[src/rtl/sfpd_pkg.sv]
// sfpd_pkg: shared types and constants for the sync framed packet deframer
// holds phase enum, result kinds, config indexes, reset values and the result struct
// no dependencies
`timescale 1ns / 1ps

package sfpd_pkg;

    // default counter width
    localparam int COUNTER_BITS_DEF = 16;

    // configuration register indexes
    localparam logic [1:0] CFG_SYNC_FIRST  = 2'd0;
    localparam logic [1:0] CFG_SYNC_SECOND = 2'd1;
    localparam logic [1:0] CFG_MAX_LEN     = 2'd2;

    // configuration reset values
    localparam logic [7:0]  SYNC_FIRST_RST  = 8'hB5;
    localparam logic [7:0]  SYNC_SECOND_RST = 8'h62;
    localparam logic [15:0] MAX_LEN_RST     = 16'd8192;

    // result kinds
    localparam logic [1:0] KIND_DATA   = 2'd0;
    localparam logic [1:0] KIND_GOOD   = 2'd1;
    localparam logic [1:0] KIND_CKERR  = 2'd2;
    localparam logic [1:0] KIND_LENREJ = 2'd3;

    // header byte positions
    localparam logic [1:0] HDR_CLASS  = 2'd0;
    localparam logic [1:0] HDR_ID     = 2'd1;
    localparam logic [1:0] HDR_LEN_LO = 2'd2;
    localparam logic [1:0] HDR_LEN_HI = 2'd3;

    // frame parser phases
    typedef enum logic [2:0] {
        PH_HUNT1,
        PH_HUNT2,
        PH_HEADER,
        PH_PAYLOAD,
        PH_CKA,
        PH_CKB
    } phase_t;

    // one result transaction as produced by the parser
    typedef struct packed {
        logic        fire;
        logic [1:0]  kind;
        logic [7:0]  data_byte;
        logic [7:0]  msg_class;
        logic [7:0]  msg_id;
        logic [15:0] payload_len;
        logic [15:0] good_frames;
        logic [15:0] checksum_errors;
        logic [15:0] resyncs;
        logic        last;
    } result_t;

endpackage

[src/rtl/sfpd_parser.sv]
// sfpd_parser: frame state machine, 8-bit fletcher-style sums (modulo 256) and frame counters
// advances one byte per step and reports the result of that byte combinationally
// depends on sfpd_pkg
`timescale 1ns / 1ps

module sfpd_parser #(
    parameter int COUNTER_BITS = sfpd_pkg::COUNTER_BITS_DEF
) (
    input  logic              clk,
    input  logic              rst_n,
    input  logic              step,
    input  logic [7:0]        rx_byte,
    input  logic [7:0]        sync_first,
    input  logic [7:0]        sync_second,
    input  logic [15:0]       max_len,
    output sfpd_pkg::result_t res
);

    import sfpd_pkg::*;

    localparam int ExtW = (COUNTER_BITS > 16) ? COUNTER_BITS : 16;

    phase_t                  phase_reg, phase_next;
    logic [7:0]              class_reg, class_next;
    logic [7:0]              id_reg, id_next;
    logic [15:0]             len_reg, len_next;
    logic [1:0]              hdr_idx_reg, hdr_idx_next;
    logic [15:0]             byte_count_reg, byte_count_next;
    logic [7:0]              sum_a_reg, sum_a_next;
    logic [7:0]              sum_b_reg, sum_b_next;
    logic [7:0]              check_a_reg, check_a_next;
    logic                    skipping_reg, skipping_next;
    logic [COUNTER_BITS-1:0] good_reg, good_next;
    logic [COUNTER_BITS-1:0] error_reg, error_next;
    logic [COUNTER_BITS-1:0] resync_reg, resync_next;

    logic [7:0]  sum_a_add;
    logic [7:0]  sum_b_add;
    logic [15:0] len_full;
    logic [15:0] count_inc;
    logic        check_ok;
    logic [ExtW-1:0] good_ext, error_ext, resync_ext;

    // running fletcher sums and header helpers
    assign sum_a_add = sum_a_reg + rx_byte;
    assign sum_b_add = sum_b_reg + sum_a_add;
    assign len_full  = {rx_byte, len_reg[7:0]};
    assign count_inc = byte_count_reg + 16'd1;
    assign check_ok  = (check_a_reg == sum_a_reg) && (rx_byte == sum_b_reg);

    // next state
    always_comb
    begin
        phase_next      = phase_reg;
        class_next      = class_reg;
        id_next         = id_reg;
        len_next        = len_reg;
        hdr_idx_next    = hdr_idx_reg;
        byte_count_next = byte_count_reg;
        sum_a_next      = sum_a_reg;
        sum_b_next      = sum_b_reg;
        check_a_next    = check_a_reg;
        skipping_next   = skipping_reg;
        good_next       = good_reg;
        error_next      = error_reg;
        resync_next     = resync_reg;
        unique case (phase_reg)
            PH_HUNT1:
            begin
                if (rx_byte == sync_first)
                begin
                    phase_next = PH_HUNT2;
                end
                else
                begin
                    skipping_next = 1'b1;
                end
            end
            PH_HUNT2:
            begin
                if (rx_byte == sync_second)
                begin
                    if (skipping_reg)
                    begin
                        resync_next = resync_reg + COUNTER_BITS'(1);
                    end
                    skipping_next   = 1'b0;
                    phase_next      = PH_HEADER;
                    hdr_idx_next    = HDR_CLASS;
                    byte_count_next = '0;
                    sum_a_next      = '0;
                    sum_b_next      = '0;
                end
                else
                begin
                    skipping_next = 1'b1;
                    if (rx_byte != sync_first)
                    begin
                        phase_next = PH_HUNT1;
                    end
                end
            end
            PH_HEADER:
            begin
                sum_a_next   = sum_a_add;
                sum_b_next   = sum_b_add;
                hdr_idx_next = hdr_idx_reg + 2'd1;
                unique case (hdr_idx_reg)
                    HDR_CLASS:  class_next = rx_byte;
                    HDR_ID:     id_next = rx_byte;
                    HDR_LEN_LO: len_next = {8'd0, rx_byte};
                    HDR_LEN_HI:
                    begin
                        len_next        = len_full;
                        byte_count_next = '0;
                        if (len_full > max_len)
                        begin
                            resync_next = resync_reg + COUNTER_BITS'(1);
                            phase_next  = PH_HUNT1;
                        end
                        else if (len_full == 16'd0)
                        begin
                            phase_next = PH_CKA;
                        end
                        else
                        begin
                            phase_next = PH_PAYLOAD;
                        end
                    end
                    default: ;
                endcase
            end
            PH_PAYLOAD:
            begin
                sum_a_next      = sum_a_add;
                sum_b_next      = sum_b_add;
                byte_count_next = count_inc;
                if (count_inc >= len_reg)
                begin
                    phase_next = PH_CKA;
                end
            end
            PH_CKA:
            begin
                check_a_next = rx_byte;
                phase_next   = PH_CKB;
            end
            PH_CKB:
            begin
                phase_next = PH_HUNT1;
                if (check_ok)
                begin
                    good_next = good_reg + COUNTER_BITS'(1);
                end
                else
                begin
                    error_next = error_reg + COUNTER_BITS'(1);
                end
            end
            default:
            begin
                phase_next = PH_HUNT1;
            end
        endcase
    end

    // counter views on 16 bits
    assign good_ext   = ExtW'(good_next);
    assign error_ext  = ExtW'(error_next);
    assign resync_ext = ExtW'(resync_next);

    // result of this byte
    always_comb
    begin
        res.fire            = 1'b0;
        res.kind            = KIND_DATA;
        res.data_byte       = 8'd0;
        res.last            = 1'b0;
        res.msg_class       = class_next;
        res.msg_id          = id_next;
        res.payload_len     = len_next;
        res.good_frames     = good_ext[15:0];
        res.checksum_errors = error_ext[15:0];
        res.resyncs         = resync_ext[15:0];
        unique case (phase_reg)
            PH_HEADER:
            begin
                if (hdr_idx_reg == HDR_LEN_HI && len_full > max_len)
                begin
                    res.fire = 1'b1;
                    res.kind = KIND_LENREJ;
                    res.last = 1'b1;
                end
            end
            PH_PAYLOAD:
            begin
                res.fire      = 1'b1;
                res.kind      = KIND_DATA;
                res.data_byte = rx_byte;
            end
            PH_CKB:
            begin
                res.fire = 1'b1;
                res.kind = check_ok ? KIND_GOOD : KIND_CKERR;
                res.last = 1'b1;
            end
            default: ;
        endcase
    end

    // state registers
    always_ff @(posedge clk or negedge rst_n)
    begin
        if (!rst_n)
        begin
            phase_reg      <= PH_HUNT1;
            class_reg      <= '0;
            id_reg         <= '0;
            len_reg        <= '0;
            hdr_idx_reg    <= HDR_CLASS;
            byte_count_reg <= '0;
            sum_a_reg      <= '0;
            sum_b_reg      <= '0;
            check_a_reg    <= '0;
            skipping_reg   <= 1'b0;
            good_reg       <= '0;
            error_reg      <= '0;
            resync_reg     <= '0;
        end
        else if (step)
        begin
            phase_reg      <= phase_next;
            class_reg      <= class_next;
            id_reg         <= id_next;
            len_reg        <= len_next;
            hdr_idx_reg    <= hdr_idx_next;
            byte_count_reg <= byte_count_next;
            sum_a_reg      <= sum_a_next;
            sum_b_reg      <= sum_b_next;
            check_a_reg    <= check_a_next;
            skipping_reg   <= skipping_next;
            good_reg       <= good_next;
            error_reg      <= error_next;
            resync_reg     <= resync_next;
        end
    end

endmodule

[src/rtl/sync_framed_packet_deframer_core.sv]
// sync_framed_packet_deframer_core: top level with input register, config and result register
// depends on sfpd_pkg and sfpd_parser
// path: a byte accepted into the input register is parsed from there, and its result, if it
//   has one, is captured in the result register when that register is free or is read
// throughput: one byte per cycle; a result held while out_ready is low stalls the input
// reset: asynchronous active low; clears pipeline valids, parser state, counters and
//   loads the default sync bytes and length limit
`timescale 1ns / 1ps

module sync_framed_packet_deframer_core #(
    parameter int COUNTER_BITS = sfpd_pkg::COUNTER_BITS_DEF
) (
    input  logic        clk,
    input  logic        rst_n,
    // configuration
    input  logic        cfg_wr_en,
    input  logic [1:0]  cfg_index,
    input  logic [15:0] cfg_wdata,
    // byte input
    input  logic        in_valid,
    output logic        in_ready,
    input  logic [7:0]  rx_byte,
    // results
    output logic        out_valid,
    input  logic        out_ready,
    output logic [1:0]  kind,
    output logic [7:0]  data_byte,
    output logic [7:0]  msg_class,
    output logic [7:0]  msg_id,
    output logic [15:0] payload_len,
    output logic [15:0] good_frames,
    output logic [15:0] checksum_errors,
    output logic [15:0] resyncs,
    output logic        last
);

    import sfpd_pkg::*;

    logic [7:0]  sync_first_reg;
    logic [7:0]  sync_second_reg;
    logic [15:0] max_len_reg;

    logic        in_valid_reg;
    logic [7:0]  in_byte_reg;
    logic        out_valid_reg, out_valid_next;
    result_t     out_reg;
    result_t     res;
    logic        advance;

    // pipeline flow control
    assign advance        = in_valid_reg && (!out_valid_reg || out_ready);
    assign in_ready       = !in_valid_reg || advance;
    assign out_valid_next = (out_valid_reg && !out_ready) || (advance && res.fire);

    // configuration registers
    always_ff @(posedge clk or negedge rst_n)
    begin
        if (!rst_n)
        begin
            sync_first_reg  <= SYNC_FIRST_RST;
            sync_second_reg <= SYNC_SECOND_RST;
            max_len_reg     <= MAX_LEN_RST;
        end
        else if (cfg_wr_en)
        begin
            unique case (cfg_index)
                CFG_SYNC_FIRST:  sync_first_reg  <= cfg_wdata[7:0];
                CFG_SYNC_SECOND: sync_second_reg <= cfg_wdata[7:0];
                CFG_MAX_LEN:     max_len_reg     <= cfg_wdata;
                default: ;
            endcase
        end
    end

    // input register
    always_ff @(posedge clk or negedge rst_n)
    begin
        if (!rst_n)
        begin
            in_valid_reg <= 1'b0;
        end
        else if (in_ready)
        begin
            in_valid_reg <= in_valid;
        end
    end

    always_ff @(posedge clk)
    begin
        if (in_valid && in_ready)
        begin
            in_byte_reg <= rx_byte;
        end
    end

    // frame parser
    sfpd_parser #(
        .COUNTER_BITS(COUNTER_BITS)
    ) u_parser (
        .clk         (clk),
        .rst_n       (rst_n),
        .step        (advance),
        .rx_byte     (in_byte_reg),
        .sync_first  (sync_first_reg),
        .sync_second (sync_second_reg),
        .max_len     (max_len_reg),
        .res         (res)
    );

    // result register
    always_ff @(posedge clk or negedge rst_n)
    begin
        if (!rst_n)
        begin
            out_valid_reg <= 1'b0;
        end
        else
        begin
            out_valid_reg <= out_valid_next;
        end
    end

    always_ff @(posedge clk)
    begin
        if (advance && res.fire)
        begin
            out_reg <= res;
        end
    end

    // result transaction ports
    assign out_valid       = out_valid_reg;
    assign kind            = out_reg.kind;
    assign data_byte       = out_reg.data_byte;
    assign msg_class       = out_reg.msg_class;
    assign msg_id          = out_reg.msg_id;
    assign payload_len     = out_reg.payload_len;
    assign good_frames     = out_reg.good_frames;
    assign checksum_errors = out_reg.checksum_errors;
    assign resyncs         = out_reg.resyncs;
    assign last            = out_reg.last;

endmodule
[config.mk]
export PLATFORM = sky130hd
export DESIGN_NAME = sync_framed_packet_deframer_core
export DESIGN_NICKNAME = d
export VERILOG_FILES = /design/src/rtl/sfpd_pkg.sv /design/src/rtl/sfpd_parser.sv /design/src/rtl/sync_framed_packet_deframer_core.sv
export SDC_FILE = /design/constraint.sdc
export NUM_CORES = 1
export LEC_CHECK = 0
export BUFFER_PORTS_ARGS = -buffer_cell sky130_fd_sc_hd__buf_2
export CAP_MARGIN = 20
export CELL_PAD_IN_SITES_DETAIL_PLACEMENT = 0
export CELL_PAD_IN_SITES_GLOBAL_PLACEMENT = 1
export CORE_ASPECT_RATIO = 1.2
export CORE_UTILIZATION = 35
export DETAILED_ROUTE_END_ITERATION = 7
export PLACE_DENSITY_LB_ADDON = 0.1
export SLEW_MARGIN = 20
export SYNTH_ARGS = -nofsm -noshare
export SYNTH_HDL_FRONTEND = slang
export SYNTH_SLANG_ARGS = --single-unit
[constraint.sdc]
create_clock -name clk -period 9.3 [get_ports clk]
set_clock_uncertainty 0.2 [all_clocks]
set_input_delay 0 -clock clk [delete_from_list [all_inputs] [get_ports clk]]
set_output_delay 0 -clock clk [all_outputs]
set_load 0.03 [all_outputs]
==> impl_metrics.ini, run 1 <==
[setup_path]
reg2reg_to = data_byte[3]
start_kind = flip-flop
worstReg2RegStart = in_byte_reg[3]
reg2reg_setup_slack_ps = 5060
cp_max_fo = 59
cp.required_ps = 9280
reg2reg_depth = 9
critPathArrivalTime_ps = 4210
crit_type = reg -> reg
endpoint_kind = flip-flop

[cts]
cts_tree = yes
root_buffer = clkbuf_16
post_cts_resized = 0
cts_setup_buffers = 0
cts_buffer_depth = 3
clock-sinks = 259
worstSkewPairLatency_ps = 550
cts_hold_buf = 53
htreeDepth = 1
clk_pin_slew_ps = 60
numCtsBuffers = 29

[floorplanning]
io_pins = 124
dieWidth_um = 177
dieArea_um2 = 37600
start_util_pct = 35.7
num_rows = 76
core_area_um2 = 36100
die_h_um = 212

[final_layout]
final_cell_mix = 151 x nand2_1, 151 x dfrtp_1, 122 x buf_2, 99 x edfxtp_1, 94 x xnor2_1
nNetsFinal = 1376
drive_gt1_share_pct = 20.3
n_antenna_cell = 0
final_cells = 1780
area_growth_pct = 19.5
fillers = 3565

[yosys]
synth_top_family_by_area = simple AND/OR/NAND/NOR gates
synthDistinctLibCells = 61
yosys_most_used_dff = dfrtp_1
postSynthAreaPerCell_um2 = 11.5
syn_inst = 1117
seq_area_frac_synth_pct = 54.2
synth.cell_area_um2 = 12900
synth-simple-area-share_pct = 14.1
async_reset_ff_share_pct = 61.8
syn_nets = 1204
synth_fa_ha_area_share_pct = 5.55
synth-compound-area-share_pct = 7.87
synth_xor_area_share_pct = 10.1
ys_ff_latch = 259
synth-edff-count = 99
muxShareOfSynthArea_pct = 5.15
yosysWarnings = 0

[power_and_ir_drop]
leakage_uw = 0.00677
switching_share_pct = 36.5
clock_power_share_pct = 25.5
powerDensity_nw_per_um2 = 276
netSwitchingPower_uw = 1550
peakVddDrop_mv = 0.136
combPwrFrac_pct = 34.0
p_int_uw = 2700
seqPwrFrac_pct = 40.5

[routing]
routedWlPerCell_um = 17.5
vias = 8642
drc_errors = 0
first_iter_violations = 434
via_per_inst = 4.86
firstDrtPassIters = 4
wirelength_um = 31200
ant_nets = 0

[timing]
setup_viol = 0
timing.final.crit_period_ps = 4240
tns_ps = 0
timing.slew.headroom_pct = 32.8
slew_violations = 0
max_freq_mhz = 236
min_period_over_period_pct = 45.6
hold_violations = 0
rsz0062_at_grt = false
worstMarginPinSlew_ps = 1000

[worst_hold_path]
whs_path_depth = 3
hp-start = cfg_wdata[13]
min_path_type = in -> reg
min_to = max_len_reg[13]

[global_routing]
use_met3_pct = 2.16
grt_usage_pct = 17.0
use_met2_pct = 28.9
top_usage_layer = met2
grt_start_max_net_pins = 72
grt_pass1_wl_um = 49200
antenna_found_initial = 0
gr-total-overflow = 0
grt_pass1_vias = 8719
gr-usage-met1_pct = 22.4

[outcome]
status = finished, final reports clean

[place]
place.gp.congestion = 0.776
dp_hpwl_um = 21400
port_buffers = 123
placedCellCount = 1673

[flow_run]
maxCapViolations = 0
==> power groups by stage <==
| stage | Combinational, uW | Sequential [uW] | Clock, uW |
|---|---|---|---|
| 2_1_floorplan | 938 | 1820 | 0 |
| 3_3_place_gp | 1430 | 1750 | 0 |
| 3_5_place_dp | 1440 | 1750 | 0 |
| 4_1_cts | 1470 | 1730 | 1130 |
| 5_1_grt | 1620 | 1760 | 1170 |
| 6_report | 1450 | 1720 | 1090 |
==> cell families (layout without fill, tap and decap cells) <==
kind of cell	after synthesis	in the layout
compound gates	153	153
xor+xnor	148	148
fa+ha+maj	56	56
buf+inv	93	288
flops	259	259
mux	59	59
simple gates	349	349
==> worst max path at each step <==
stage,from,end,slack [ps],cells past startpoint
4_1_cts,in_byte_reg[3],data_byte[6],5020,9
5_1_grt,in_byte_reg[5],data_byte[3],4820,9
2_1_floorplan,max_len_reg[13],checksum_errors[0],4820,9
3_3_place_gp,in_byte_reg[5],good_frames[3],5120,9
3_5_place_dp,in_byte_reg[5],data_byte[6],5010,9
6_report,in_byte_reg[3],data_byte[3],5060,9
==> routing by layer <==
metal / share of wire [%] / routed length (um)
met5: 0 / 0
met4: 2.1 / 663
met3: 3.8 / 1180
met2: 48 / 15100
met1: 46 / 14300
==> critical path, stage by stage, from the launching register on <==
cell	delay, ps
edfxtp_1	700
ha_1	450
and4_1	220
nand2b_1	80
a211o_1	260
o211a_2	150
or3_1	470
a21o_1	240
inv_4	350
buf_4	670
==> cell usage after synthesis (8+ instances only) <==
cell type / instances / area share, %
o21ai_1: 24 / 0.93
nor3_1: 9 / 0.35
clkbuf_1: 24 / 0.70
nand2b_1: 8 / 0.39
nor2_1: 47 / 1.4
xor2_1: 54 / 3.7
and4_1: 9 / 0.61
inv_1: 49 / 1.4
nand4_1: 16 / 0.78
mux2_2: 56 / 4.9
nand2_1: 152 / 4.4
a22o_1: 32 / 2.2
nor3_2: 9 / 0.70
dfstp_2: 9 / 1.8
dfrtp_1: 151 / 29
and3_1: 29 / 1.4
o21ai_0: 36 / 1.4
nand3_1: 32 / 1.2
a21oi_1: 21 / 0.81
edfxtp_1: 99 / 23
ha_1: 54 / 5.2
xnor2_1: 94 / 6.4
==> layout make-up <==
cell class / count / area [um^2] / area share, %
Multi-Input combinational cell: 765 / 5520 / 35.8
Timing Repair Buffer: 184 / 1230 / 7.98
Tap cell: 468 / 586 / 3.80
Clock inverter: 7 / 37.5 / 0.243
Sequential cell: 259 / 6990 / 45.3
Clock buffer: 47 / 863 / 5.60
Inverter: 50 / 190 / 1.23
==> stage by stage <==
stage	worst slack (ps)	total power (uW)	utilization (%)	cell area (um^2)	hold WS, ps
3_3_place_gp	5120	3180	38.7	14000	-108
4_1_cts	5020	4320	42.7	15400	6.21
3_5_place_dp	5010	3190	38.7	14000	-117
6_report	5060	4250	42.7	15400	45.1
5_1_grt	4820	4550	42.7	15400	34.9
2_1_floorplan	4820	2760	-	12900	-496
Note: power is estimated with default switching activity, not from simulation.
==> run 2: changes to the inputs <==
- ABC_AREA: unset -> 1
- clock period: 9.3 -> 3.8 ns (I/O delays scaled with it)
==> run 2 against run 1 <==
Net effect: maximum frequency grew 30%; register-to-register slack lost 4500 ps; sequential power grew 120%; synthesized cell count grew 47%; area after synthesis grew 6.5%; highest routed layer unchanged; core utilization grew 0.32 points; first-iteration DRC count grew 37%; sequential cell count is the same; total power grew 120%; global-route usage grew 3.0 points; critical path depth grew 2; clock power grew to 2.8 times the previous value; critical path type unchanged.
==> impl_metrics.ini, run 2 <==
[outcome]
status = finished, final reports clean

[timing]
min_period_over_period_pct = 86.0
hold_violations = 0
slew_violations = 0
max_freq_mhz = 306
rsz0062_at_grt = false
timing.slew.headroom_pct = 49.3
timing.final.crit_period_ps = 3270
tns_ps = 0
setup_viol = 0
worstMarginPinSlew_ps = 760

[flow_run]
maxCapViolations = 0

[setup_path]
cp.required_ps = 3890
slowest_delay_ps = 520
start_kind = flip-flop
crit_buf_inv = 3
cp_max_fo = 67
crit_family = simple AND/OR/NAND/NOR gates
endpoint_kind = flip-flop
crit_type = reg -> reg
reg2reg_setup_slack_ps = 530
critPathArrivalTime_ps = 3360
crit_slowest_cell = edfxtp_1
crit_chain = ha_1, nand2_1, inv_1, nand3_1, nor2_1, nand3_1, nand3_2, nand2_1, o21ai_1, clkinvlp_4, buf_12

[place]
place.gp.congestion = 0.837
dp_hpwl_um = 27600
port_buffers = 123

[power_and_ir_drop]
power.total_uw = 9560
peakVddDrop_mv = 0.397
leakage_uw = 0.00780
powerDensity_nw_per_um2 = 574

[final_layout]
final_cell_mix = 556 x nand2_1, 170 x inv_1, 151 x dfrtp_1, 122 x buf_2, 110 x o21ai_0
drive_gt1_share_pct = 12.5
n_antenna_cell = 0
fillers = 3968
area_growth_pct = 21.2
final_common_cell = nand2_1
nNetsFinal = 1917

[yosys]
synth_area_leaders = dfrtp_1 27%, edfxtp_1 22%, nand2_1 15%, ha_1 4.9%, inv_1 4.7%
async_reset_ff_share_pct = 61.8
yosysTopAreaCell = dfrtp_1
ys_ff_latch = 259
synth.cell_area_um2 = 13700
syn_inst = 1638
synth-edff-count = 99
postSynthAreaPerCell_um2 = 8.39
yosys_most_used_dff = dfrtp_1
synthDominantCellAreaShare_pct = 27.5
synthMostInstantiatedCell = nand2_1
yosys-top-cells-count = 557 x nand2_1, 171 x inv_1, 151 x dfrtp_1
yosysWarnings = 0
seq_area_frac_synth_pct = 50.9
syn_nets = 1725
synthDistinctLibCells = 43

[worst_hold_path]
min_path_type = in -> reg

[cts]
cts_buffer_depth = 3
numCtsBuffers = 30
root_buffer = clkbuf_16
clk_pin_slew_ps = 60
htreeDepth = 1
worstSkewPairLatency_ps = 580
cts_tree = yes
clock-sinks = 259

[floorplanning]
dieArea_um2 = 40100
dieWidth_um = 183
io_pins = 124
die_h_um = 219
start_util_pct = 35.5
core_area_um2 = 38700
num_rows = 79

[global_routing]
gr-total-overflow = 0
grt_pass1_wl_um = 62100
grt_usage_pct = 19.9
antenna_found_initial = 0
grt_pass1_vias = 11100
grt_start_max_net_pins = 79

[routing]
routedWlPerCell_um = 16.5
vias = 11300
ant_nets = 0
firstDrtPassIters = 5
wirelength_um = 39200
first_iter_violations = 593
drc_errors = 0
via_per_inst = 4.74
[run 2: cell count changes after synthesis, sizes merged, moves of 58 or more]
cell / change
xnor2: -68
mux2: -59
nand2: +412
inv: +134
o21ai: +58
nand3: +67
[run 2: repair_timing]
action,CTS,global route
hold buffers,62,0
buffers inserted,0,0
resized for setup,0,0
endpoints found under the hold margin,183,0
[run 2: kinds of logic (layout without fill, tap and decap cells)]
| kind of cell | count (synthesis) | in the layout | share of synthesized area [%] |
|---|---|---|---|
| AO/OA/AOI/OAI | 193 | 193 | 7.59 |
| XOR/XNOR | 62 | 62 | 3.95 |
| adder cells (fa/ha/maj) | 56 | 56 | 5.21 |
| buffers and inverters | 230 | 446 | 6.64 |
| flip-flops | 259 | 259 | 50.9 |
| AND/OR/NAND/NOR | 838 | 838 | 25.8 |
[run 2: where the power goes]
| group | switching, uW | internal (uW) |
|---|---|---|
| Clock | 1190 | 1880 |
| Sequential | 397 | 3450 |
| Combinational | 1690 | 947 |
| Total | 3280 | 6280 |
[run 2: worst min-delay path, cell delays in order]
cell           delay (ps)
dlygate4sd3_1         520
buf_2                 120
inv_1                  90
o21ai_0                90
[run 2: area by class of cell]
class                   instances  area (um^2)  share of cell area (%)
repair buffers                202         1410                    8.48
flip-flops and latches        259         6990                    42.0
multi-input cells            1149         5850                    35.1
clock buffers                  37          798                    4.79
inverters                     188          712                    4.27
clock inverters                19          240                    1.44
well taps                     526          658                    3.95
[run 2: per-stage QoR]
stage	hold WS (ps)	cell area (um^2)	utilization, %	std cells	setup slack, ps
after global placement	-44.7	15000	38.7	2262	625
after CTS	29.8	16700	43.0	2380	519
after floorplan	-496	13700	-	1638	39.3
after detailed placement	-53.8	15000	38.7	2262	540
final	58.8	16700	43.0	2380	533
after global routing	55.8	16700	43.0	2380	186
[run 2: worst paths after layout]
path | start | endpoint | cells after the start
max | in_byte_reg[3] | msg_class[2] | 11
max reg2reg | in_byte_reg[3] | msg_class[2] | 11
min | cfg_wdata[1] | sync_second_reg[1] | 4
min reg2reg | u_parser.class_reg[1] | u_parser.class_reg[1] | 2
max in group asynchronous | rst_n | u_parser.resync_reg[12] | 4
min in group asynchronous | rst_n | u_parser.skipping_reg | 4
[run 2: routing by layer]
metal | share of wire (%) | GRT usage [%] | vias to the layer above
met5 | 0 | 0 | -
met4 | 2.3 | 5.61 | 0
met3 | 3.6 | 2.47 | 51
met2 | 49 | 34.8 | 228
met1 | 45 | 25.9 | 5300
li1 | - | - | 5706
==> run 3: changes to the inputs <==
- CORE_MARGIN: unset -> 2
- REMOVE_ABC_BUFFERS: unset -> 1
==> run 3 against run 2 <==
Net effect: sequential share of layout area down 0.31 points; via count up 0.29%; clock-buffer cell count up 4; global-route usage down 0.64 points; cell count up 0.84%; cell area up 0.75%.
==> impl_metrics.ini, run 3 (same netlist as run 2, synthesis figures left out) <==
[cts]
cts_buffer_depth = 3
numCtsBuffers = 30
root_buffer = clkbuf_16
post_cts_resized = 0
cts_setup_buffers = 0
cts_hold_buf = 74
clock-sinks = 259
htreeDepth = 1
worstSkewPairLatency_ps = 570
clk_pin_slew_ps = 60
cts_tree = yes

[power_and_ir_drop]
switching_share_pct = 34.7
p_int_uw = 6140
power.total_uw = 9390
peakVddDrop_mv = 0.357
seqPwrFrac_pct = 40.6
clock_power_share_pct = 30.8
netSwitchingPower_uw = 3260
powerDensity_nw_per_um2 = 560
combPwrFrac_pct = 28.6
leakage_uw = 0.00788

[timing]
setup_viol = 0
rsz0062_at_grt = false
hold_violations = 0
timing.slew.headroom_pct = 46.8
fin_ws_ps = 578
max_freq_mhz = 310
slew_violations = 0
worstMarginPinSlew_ps = 798
whs_ps = 74.5
min_period_over_period_pct = 84.8
timing.final.crit_period_ps = 3220

[worst_hold_path]
min_path_type = in -> reg

[setup_path]
start_kind = flip-flop
endpoint_kind = flip-flop
cp.required_ps = 4070
critPathArrivalTime_ps = 3490
crit_type = reg -> reg
reg2reg_setup_slack_ps = 580
cp_max_fo = 7

[final_layout]
final_cell_mix = 556 x nand2_1, 170 x inv_1, 151 x dfrtp_1, 122 x buf_2, 111 x o21ai_0
final_common_cell = nand2_1
n_antenna_cell = 0
multi_input_area_um2 = 5840
final_cell_area_um2 = 16800
area_growth_pct = 22.1
finish.utilization_pct = 43.3
fillers = 3975
seq_area_um2 = 6990
drive_gt1_share_pct = 13.0
nNetsFinal = 1937

[global_routing]
grt_pass1_wl_um = 62100
grt_start_max_net_pins = 72
antenna_found_initial = 0
gr-total-overflow = 0
grt_pass1_vias = 11300
grt_usage_pct = 19.3

[routing]
ant_nets = 0
first_iter_violations = 495
firstDrtPassIters = 5
wirelength_um = 38900
routedWlPerCell_um = 16.2
vias = 11300
via_per_inst = 4.72
drc_errors = 0

[place]
port_buffers = 123
post-place-ws_ps = 604
post_dp_cell_area_um2 = 15000
dp_hpwl_um = 27500
place.gp.congestion = 0.821

[floorplanning]
num_rows = 79
dieWidth_um = 185
start_util_pct = 35.5
dieArea_um2 = 40900
die_h_um = 221
io_pins = 124
core_area_um2 = 38700

[outcome]
status = finished, final reports clean

[flow_run]
maxCapViolations = 0
## run 3: changes by cell type in the layout (fill, tap and decap cells not counted), sizes merged
cell / delta
clkbuf: +4
clkinv: -2
inv: +1
dlygate4sd3: +12
bufinv: -3
buf: +8
## run 3: power groups by stage
stage          logic, uW  clock network, uW  registers [uW]
6_report            2680               2890            3820
5_1_grt             3090               3120            3880
4_1_cts             2720               3000            3810
3_5_place_dp        2620                  0            3860
3_3_place_gp        2590                  0            3860
2_1_floorplan       1800                  0            3850
## run 3: final timing paths
path / from / end / cells after the start
max reg2reg: in_byte_reg[0] / u_parser.sum_b_reg[7] / 18
max in group asynchronous: rst_n / u_parser.resync_reg[0] / 4
min in group asynchronous: rst_n / sync_first_reg[2] / 3
max: in_byte_reg[0] / u_parser.sum_b_reg[7] / 18
min: cfg_wdata[7] / max_len_reg[7] / 4
min reg2reg: u_parser.class_reg[5] / u_parser.class_reg[5] / 2
## run 3: through the flow
stage          std cells  TNS (ps)
3_5_place_dp        2270         0
4_1_cts             2400         0
5_1_grt             2400         0
3_3_place_gp        2270         0
2_1_floorplan       1596   -260990
6_report            2400         0
## run 3: layout make-up
| type | count | area share, % |
|---|---|---|
| Clock buffer | 41 | 4.90 |
| Tap cell | 526 | 3.92 |
| Inverter | 188 | 4.23 |
| Clock inverter | 15 | 0.999 |
| Timing Repair Buffer | 222 | 9.49 |
| Sequential cell | 259 | 41.6 |
| Multi-Input combinational cell | 1149 | 34.8 |
## run 3: critical path: stages, from the launching register on
cell      delay [ps]
edfxtp_1         520
ha_1             230
inv_1             50
fa_1             390
o21ai_0          180
nand2_1           80
nand2_1           60
nand2_1           60
nand2_1           60
a21oi_1           70
xor2_1           200
inv_1             70
ha_1             320
nand2_1           80
o21ai_0          160
a21oi_1           70
nand3b_1         170
nand3_1           90
nand2_1           50
## run 3: metal layers
metal  track usage, %  up-vias  routed length (um)
met5                0        -                   0
met4             6.22        0                1160
met3             2.73       61                1560
met2             33.0      211               18700
met1             25.0     5303               17500
li1                 -     5743                   -
